$ cat src/sv/totq_pkg.sv
// ----------------------------------------------------------------------------
// totq_pkg
// Types and constants shared by the tick-ordered timer queue.
// ----------------------------------------------------------------------------
package totq_pkg;

  localparam int TICK_W  = 32;
  localparam int ID_W    = 8;
  localparam int MODE_W  = 2;
  localparam int COUNT_W = 5;

  typedef enum logic [MODE_W-1:0] {
    MODE_ADD         = 2'd0,
    MODE_POP_EXPIRED = 2'd1,
    MODE_POP         = 2'd2,
    MODE_PEEK        = 2'd3
  } mode_t;

  // entry travelling down the row of cells during an insert
  typedef struct packed {
    logic              valid;
    logic              forced;
    logic [TICK_W-1:0] tick;
    logic [ID_W-1:0]   id;
  } tok_t;

  typedef struct packed {
    logic occupied;
    logic shift_left;
  } cell_ctl_t;

  // wrap-aware order: a is earlier than b when a - b is negative
  function automatic logic tick_before(input logic [TICK_W-1:0] a,
                                       input logic [TICK_W-1:0] b);
    logic [TICK_W-1:0] diff;
    diff = a - b;
    return diff[TICK_W-1];
  endfunction

endpackage

$ cat src/sv/totq_in_if.sv
// ----------------------------------------------------------------------------
// totq_in_if
// Request channel of the timer queue: one operation per transfer.
// ----------------------------------------------------------------------------
interface totq_in_if;
  logic        valid;
  logic        ready;
  logic [1:0]  mode;
  logic [7:0]  item_id;
  logic [31:0] tick_value;

  modport source (output valid, output mode, output item_id, output tick_value,
                  input ready);
  modport sink   (input valid, input mode, input item_id, input tick_value,
                  output ready);
endinterface

$ cat src/sv/totq_out_if.sv
// ----------------------------------------------------------------------------
// totq_out_if
// Response channel of the timer queue: one result per transfer.
// ----------------------------------------------------------------------------
interface totq_out_if;
  logic        valid;
  logic        ready;
  logic        found;
  logic [7:0]  out_id;
  logic [31:0] out_tick;
  logic        queue_empty;
  logic        overflow;
  logic [4:0]  entry_count;

  modport source (output valid, output found, output out_id, output out_tick,
                  output queue_empty, output overflow, output entry_count,
                  input ready);
  modport sink   (input valid, input found, input out_id, input out_tick,
                  input queue_empty, input overflow, input entry_count,
                  output ready);
endinterface

$ cat src/sv/totq_cell.sv
// ----------------------------------------------------------------------------
// totq_cell
// One slot of the sorted row: holds an entry, takes an inserted entry from
// its left neighbour and hands the displaced one on to the right.
// ----------------------------------------------------------------------------
module totq_cell (
  input  logic                      clk,
  input  logic                      rst,
  input  totq_pkg::cell_ctl_t       ctl,
  input  totq_pkg::tok_t            tok_in,
  input  logic [totq_pkg::TICK_W-1:0] right_tick,
  input  logic [totq_pkg::ID_W-1:0]   right_id,
  output totq_pkg::tok_t            tok_out,
  output logic [totq_pkg::TICK_W-1:0] tick,
  output logic [totq_pkg::ID_W-1:0]   id
);
  import totq_pkg::*;

  logic place;

  // once an entry has been displaced every later cell must take one
  assign place = tok_in.forced || !ctl.occupied || tick_before(tok_in.tick, tick);

  always_ff @(posedge clk) begin
    if (ctl.shift_left) begin
      tick <= right_tick;
      id   <= right_id;
    end else if (tok_in.valid && place) begin
      tick <= tok_in.tick;
      id   <= tok_in.id;
    end
  end

  always_ff @(posedge clk) begin
    if (rst) begin
      tok_out <= '0;
    end else if (tok_in.valid) begin
      if (place) begin
        tok_out.valid  <= ctl.occupied;
        tok_out.forced <= 1'b1;
        tok_out.tick   <= tick;
        tok_out.id     <= id;
      end else begin
        tok_out <= tok_in;
      end
    end else begin
      tok_out.valid <= 1'b0;
    end
  end

endmodule

$ cat src/sv/tick_ordered_timer_queue.sv
// ----------------------------------------------------------------------------
// tick_ordered_timer_queue
// Sorted timer queue built as a row of cells ordered by wrap-aware expiry.
// ----------------------------------------------------------------------------
// Holds up to DEPTH timers (8-bit id, 32-bit expiry tick) in a row of cells,
// head in cell 0. Pop, pop-if-expired, peek and an add to a full queue finish
// without going busy: the result is registered at the transfer edge. An add
// sends the new entry down the row one cell per cycle, and the queue stays
// busy while it ripples past the entries already held. One operation is in
// progress at a time. Entries with equal ticks leave in arrival order.
module tick_ordered_timer_queue #(
  parameter int DEPTH = 16
) (
  input logic         clk,
  input logic         rst,
  totq_in_if.sink     request,
  totq_out_if.source  response
);
  import totq_pkg::*;

  localparam int IDX_W = $clog2(DEPTH);
  localparam int CNT_W = $clog2(DEPTH + 1);

  logic [CNT_W-1:0]  count;
  logic [CNT_W-1:0]  count_after;
  logic              busy;
  logic [IDX_W-1:0]  step;
  tok_t              inj;
  tok_t              tok_chain [DEPTH+1];
  logic [TICK_W-1:0] cell_tick [DEPTH];
  logic [ID_W-1:0]   cell_id   [DEPTH];

  mode_t             mode;
  logic              accept;
  logic              head_valid;
  logic              full;
  logic              expired;
  logic              take;
  logic              shift_left;
  logic              start_add;
  logic              done;
  logic [TICK_W-1:0] head_diff;

  logic              out_valid;
  logic              out_found;
  logic [ID_W-1:0]   out_id;
  logic [TICK_W-1:0] out_tick;
  logic              out_empty;
  logic              out_overflow;
  logic [COUNT_W-1:0] out_count;

  assign mode       = mode_t'(request.mode);
  assign request.ready = !busy && (!out_valid || response.ready);
  assign accept     = request.valid && request.ready;
  assign head_valid = (count != '0);
  assign full       = (count == CNT_W'(DEPTH));
  assign head_diff  = cell_tick[0] - request.tick_value;
  assign expired    = (head_diff == '0) || head_diff[TICK_W-1];
  assign done       = busy && (step == count[IDX_W-1:0]);

  always_comb begin
    unique case (mode)
      MODE_ADD:         take = 1'b0;
      MODE_POP_EXPIRED: take = head_valid && expired;
      MODE_POP:         take = head_valid;
      MODE_PEEK:        take = head_valid;
      default:          take = 1'b0;
    endcase
  end

  assign shift_left  = accept && take && (mode != MODE_PEEK);
  assign start_add   = accept && (mode == MODE_ADD) && !full;
  assign count_after = shift_left ? count - CNT_W'(1) : count;

  assign tok_chain[0] = inj;

  for (genvar i = 0; i < DEPTH; i++) begin : g_cell
    cell_ctl_t         ctl;
    logic [TICK_W-1:0] r_tick;
    logic [ID_W-1:0]   r_id;

    assign ctl.occupied   = (count > CNT_W'(i));
    assign ctl.shift_left = shift_left;

    if (i < DEPTH - 1) begin : g_mid
      assign r_tick = cell_tick[i+1];
      assign r_id   = cell_id[i+1];
    end else begin : g_end
      assign r_tick = cell_tick[i];
      assign r_id   = cell_id[i];
    end

    totq_cell u_cell (
      .clk        (clk),
      .rst        (rst),
      .ctl        (ctl),
      .tok_in     (tok_chain[i]),
      .right_tick (r_tick),
      .right_id   (r_id),
      .tok_out    (tok_chain[i+1]),
      .tick       (cell_tick[i]),
      .id         (cell_id[i])
    );
  end

  // control
  always_ff @(posedge clk) begin
    if (rst) begin
      count     <= '0;
      busy      <= 1'b0;
      step      <= '0;
      inj       <= '0;
      out_valid <= 1'b0;
    end else begin
      if ((accept && !start_add) || done) begin
        out_valid <= 1'b1;
      end else if (response.ready) begin
        out_valid <= 1'b0;
      end
      if (start_add) begin
        inj.valid  <= 1'b1;
        inj.forced <= 1'b0;
        inj.tick   <= request.tick_value;
        inj.id     <= request.item_id;
        busy       <= 1'b1;
        step       <= '0;
      end else begin
        inj.valid <= 1'b0;
        if (accept) begin
          count <= count_after;
        end
      end
      if (busy) begin
        step <= step + IDX_W'(1);
      end
      // add complete: the entry count grows by one
      if (done) begin
        busy      <= 1'b0;
        count     <= count + CNT_W'(1);
      end
    end
  end

  // result payload
  always_ff @(posedge clk) begin
    if (done) begin
      out_found    <= 1'b0;
      out_id       <= '0;
      out_tick     <= '0;
      out_empty    <= 1'b0;
      out_overflow <= 1'b0;
      out_count    <= COUNT_W'(count + CNT_W'(1));
    end else if (accept && !start_add) begin
      out_found    <= take;
      out_id       <= take ? cell_id[0] : '0;
      out_tick     <= take ? cell_tick[0] : '0;
      out_empty    <= (count_after == '0);
      out_overflow <= (mode == MODE_ADD);
      out_count    <= COUNT_W'(count_after);
    end
  end

  assign response.valid       = out_valid;
  assign response.found       = out_found;
  assign response.out_id      = out_id;
  assign response.out_tick    = out_tick;
  assign response.queue_empty = out_empty;
  assign response.overflow    = out_overflow;
  assign response.entry_count = out_count;

endmodule

$ cat src/flat_wrapper.sv
// flat-port wrapper written by rule: the top's interface ports become plain ports
module tick_ordered_timer_queue_flat import totq_pkg::*;
#(
  parameter int DEPTH = 16
)
  (clk, rst, request_valid, request_mode, request_item_id, request_tick_value, request_ready, response_valid, response_found, response_out_id, response_out_tick, response_queue_empty, response_overflow, response_entry_count, response_ready);
  totq_in_if request_i ();
  totq_out_if response_i ();
  input logic clk;
  input logic rst;
  input wire logic [$bits(request_i.valid)-1:0] request_valid;
  input wire logic [$bits(request_i.mode)-1:0] request_mode;
  input wire logic [$bits(request_i.item_id)-1:0] request_item_id;
  input wire logic [$bits(request_i.tick_value)-1:0] request_tick_value;
  output wire logic [$bits(request_i.ready)-1:0] request_ready;
  output wire logic [$bits(response_i.valid)-1:0] response_valid;
  output wire logic [$bits(response_i.found)-1:0] response_found;
  output wire logic [$bits(response_i.out_id)-1:0] response_out_id;
  output wire logic [$bits(response_i.out_tick)-1:0] response_out_tick;
  output wire logic [$bits(response_i.queue_empty)-1:0] response_queue_empty;
  output wire logic [$bits(response_i.overflow)-1:0] response_overflow;
  output wire logic [$bits(response_i.entry_count)-1:0] response_entry_count;
  input wire logic [$bits(response_i.ready)-1:0] response_ready;
  assign request_i.valid = request_valid;
  assign request_i.mode = request_mode;
  assign request_i.item_id = request_item_id;
  assign request_i.tick_value = request_tick_value;
  assign request_ready = request_i.ready;
  assign response_valid = response_i.valid;
  assign response_found = response_i.found;
  assign response_out_id = response_i.out_id;
  assign response_out_tick = response_i.out_tick;
  assign response_queue_empty = response_i.queue_empty;
  assign response_overflow = response_i.overflow;
  assign response_entry_count = response_i.entry_count;
  assign response_i.ready = response_ready;
  tick_ordered_timer_queue #(.DEPTH(DEPTH)) u_core (.clk(clk), .rst(rst), .request(request_i), .response(response_i));
endmodule
$ cat config.mk
export PLATFORM = sky130hd
export DESIGN_NAME = tick_ordered_timer_queue_flat
export DESIGN_NICKNAME = d
export VERILOG_FILES = /design/src/sv/totq_pkg.sv /design/src/sv/totq_in_if.sv /design/src/sv/totq_out_if.sv /design/src/sv/totq_cell.sv /design/src/sv/tick_ordered_timer_queue.sv /design/src/flat_wrapper.sv
export SDC_FILE = /design/constraint.sdc
export NUM_CORES = 2
export LEC_CHECK = 0
export BUFFER_PORTS_ARGS = -buffer_cell sky130_fd_sc_hd__buf_2
export CORE_MARGIN = 2
export CORE_UTILIZATION = 40
export CTS_CLUSTER_DIAMETER = 200
export DETAILED_ROUTE_END_ITERATION = 10
export RECOVER_POWER = 100
export SETUP_SLACK_MARGIN = 0.15
export SYNTH_ARGS = -nofsm -noshare
export SYNTH_HDL_FRONTEND = slang
export SYNTH_SLANG_ARGS = --single-unit
$ cat constraint.sdc
create_clock -name clk -period 7.7 [get_ports clk]
set_clock_uncertainty 0.15 [all_clocks]
set_input_delay 1.155 -clock clk [delete_from_list [all_inputs] [get_ports clk]]
set_output_delay 1.155 -clock clk [all_outputs]
set_load 0.1 [all_outputs]
==> impl_metrics.json <==
{
  "status": "finished, violations left",
  "violations": "capacitance limit, slew limit",
  "crit_family": "buffers and inverters",
  "r2r_slack_ns": 1.26,
  "grt_max_degree": 200,
  "yosysUniqueCellTypes": 81,
  "routed_via_density": 5.71,
  "cts_hold_buffers": 0,
  "final_max_slew_viol_count": 1116,
  "area_delta_synth_final_pct": 9.69,
  "synth_warnings": 0,
  "grt_use_total_pct": 21.1,
  "cap_viol_max_count": 18,
  "wl_um": 200000,
  "syn-num-nets": 8121,
  "die_h_um": 429,
  "htree_levels": 4,
  "design_area_mm2": 0.0793,
  "ys.flop_type": "dfxtp_1",
  "synth_edf_count": 645,
  "ant_nets": 0,
  "ctsResizeCount": 0,
  "hold_viol_final": 0,
  "overflow": 0,
  "rsz0062_at_grt": "false",
  "path_cells": "inv_1, ha_1, nand4_1, nor2_1, and3_1, nand4_1, or2_2, o31ai_1, mux2i_4, clkbuf_1, mux2i_1, a211oi_1",
  "worst_ir_drop_vdd_mv": 0.139,
  "hp-start": "u_core.g_cell[14].u_cell.tok_out[0]",
  "fmax_mhz": 155,
  "vias": 56300,
  "async_flop_share_pct": 0,
  "dpl_cell_area_mm2": 0.0748,
  "dr.pass1.iters": 5,
  "synth_area_per_cell_um2": 9.57,
  "place_ws_ns": 1.34,
  "crit_path_frequent_cell": "nand4_1",
  "rows": 156,
  "synth-seq-cells": 1370,
  "cp.arrival_ns": 6.89,
  "drive_gt1_share_pct": 5.67,
  "slew_headroom_pct": -219,
  "whs_endpoint": "u_core.g_cell[15].u_cell.id[0]",
  "post-cts-setup-buffers": 0,
  "critical_path_class": "flop to flop",
  "die_w_um": 429,
  "max_stage_delay_ns": 2.18,
  "path_clk_slew_ns": 0.06,
  "ff2ff_path_depth": 12,
  "clockBufferDepth": 3,
  "hp-class": "flop to flop",
  "place_inst": 9585,
  "post-dp-hpwl_um": 139000,
  "pin_count": 96,
  "seq_area_frac_synth_pct": 46.8,
  "gp_congestion": 0.855,
  "worstPathBufferInverterCount": 2,
  "die_area_mm2": 0.184,
  "start_util_pct": 40.2,
  "reg2reg_to": "u_core.g_cell[4].u_cell.tok_out[28]",
  "syn_area_mm2": 0.0723,
  "root_buffer": "clkbuf_16",
  "nets": 7931,
  "final_cell_mix": "o21ai_0, nor2_1, dfxtp_1",
  "power.density_mw_per_mm2": 210,
  "final_common_cell": "o21ai_0",
  "setup_viol": 0,
  "cts_buffers": 150,
  "cp.depth": 12,
  "cts_tree": "done",
  "stdcell_count": 9861,
  "core_area_mm2": 0.180,
  "grt_pass1_vias": 55000,
  "first_iter_violations": 4346,
  "hold_ws_ns": 0.286,
  "cp.required_ns": 8.16,
  "fin_crit_sh_pct": 83.6,
  "p_leak_nw": 33.5,
  "end_kind": "flop",
  "critPathLaunchType": "flop",
  "synthesis.instances": 7557,
  "drc_errors": 0,
  "critPathMaxFanout": 40,
  "fin_crit_ns": 6.44,
  "r2r_start": "u_core.g_cell[4].u_cell.tick[26]",
  "crit_slowest_cell": "clkbuf_1",
  "clk-insertion-delay-late_ns": 0.79,
  "port_buffers": 95,
  "cts_sinks": 1370,
  "antenna_found_initial": 0,
  "setup_tns_ns": 0,
  "grt_pass1_wl_um": 316000,
  "timing.final.ws_setup_ns": 1.26,
  "hold_depth": 0,
  "tightest_slew_ns": 4.78,
  "wl_per_cell_um": 20.3
}
-- worst max-delay path by stage --
stage                     slack (ns)                                  end                              from
after floorplan                 1.49        u_core.g_cell[9].u_cell.id[0]                    response_ready
after global placement          1.39     u_core.g_cell[3].u_cell.tick[31]            request_tick_value[11]
after detailed placement        1.34        u_core.g_cell[9].u_cell.id[4]             request_tick_value[0]
after CTS                       2.09     u_core.g_cell[9].u_cell.tick[24]   u_core.g_cell[0].u_cell.tick[0]
after global routing            0.89  u_core.g_cell[4].u_cell.tok_out[28]  u_core.g_cell[4].u_cell.tick[28]
final                           1.26  u_core.g_cell[4].u_cell.tok_out[28]  u_core.g_cell[4].u_cell.tick[26]
-- synthesized netlist by cell type (20+ instances only) --
cell type	instances	area, um^2
a211oi_1	312	2340
a21bo_1	31	310
a21o_1	245	1840
a21oi_1	212	1060
a22o_1	41	359
a311oi_1	280	2450
buf_2	128	641
clkbuf_1	396	1490
dfxtp_1	725	14500
edfxtp_1	645	19400
ha_1	517	6470
inv_1	579	2170
mux2_1	152	1710
mux2i_1	294	2940
nand2_1	621	2330
nand2b_1	37	231
nand3_1	296	1480
nand4_1	96	601
nor2_1	725	2720
nor2b_1	40	250
nor3_1	36	180
o211ai_1	22	165
o21ai_0	334	1670
o21ai_1	476	2380
o311a_1	41	410
xnor2_1	20	175
-- registers in the layout, summed over array words and instances, names as in the netlist, 4 cells and up --
register                      count
u_core.g_cell.u_cell.id         128
u_core.response.entry_count       5
u_core.response.out_id            8
u_core.g_cell.u_cell.tick       512
u_core.count                      5
u_core.response.out_tick         32
u_core.g_cell.u_cell.tok_out    630
u_core.step                       4
u_core.inj                       41
-- power by group --
group	internal (mW)	switching, mW
clock	4.25	3.08
sequential	7.81	0.123
combinational	0.379	1.02
total	12.4	4.22
-- per-layer routing --
layer / routed length (um) / global-route usage (%) / part of all wire, % / vias to the layer above
met4: 4380 / 5.42 / 2.2 / 0
li1: - / - / - / 27100
met5: 0 / 0 / 0 / -
met1: 89700 / 28.4 / 45 / 27600
met3: 8520 / 2.59 / 4.3 / 286
met2: 97500 / 35.8 / 49 / 1314
-- layout make-up --
type                    count  area, um^2
flip-flops and latches   1370       33900
multi-input cells        5076       34200
clock inverters            57         607
diodes                      1        2.50
clock buffers             218        4330
repair buffers            190        1130
fillers                 17300      101000
inverters                 579        2170
well taps                2370        2970
-- cell families after synthesis --
| family | after synthesis | synth area share (%) |
|---|---|---|
| AO/OA/AOI/OAI | 2128 | 19.6 |
| XOR/XNOR | 35 | 0.424 |
| adder cells (fa/ha/maj) | 518 | 8.97 |
| buffers and inverters | 1111 | 5.99 |
| multiplexers | 450 | 6.50 |
| flip-flops | 1370 | 46.8 |
| AND/OR/NAND/NOR | 1945 | 11.7 |
-- through the flow --
step | power, mW | utilization, %
floorplan | 9.11 | -
global placement | 9.49 | 41.5
detailed placement | 9.50 | 41.5
CTS | 16.8 | 44.2
global route | 17.2 | 44.0
finish | 16.7 | 44.0
-- worst reg2reg max path, stage by stage (launching register included) --
cell	delay [ns]
edfxtp_1	0.35
inv_1	0.07
ha_1	0.29
nand4_1	0.16
nor2_1	0.16
and3_1	0.24
nand4_1	0.16
or2_2	0.34
o31ai_1	0.85
mux2i_4	0.37
clkbuf_1	2.18
mux2i_1	0.56
a211oi_1	0.38
Power figures use the tool's default switching activity.
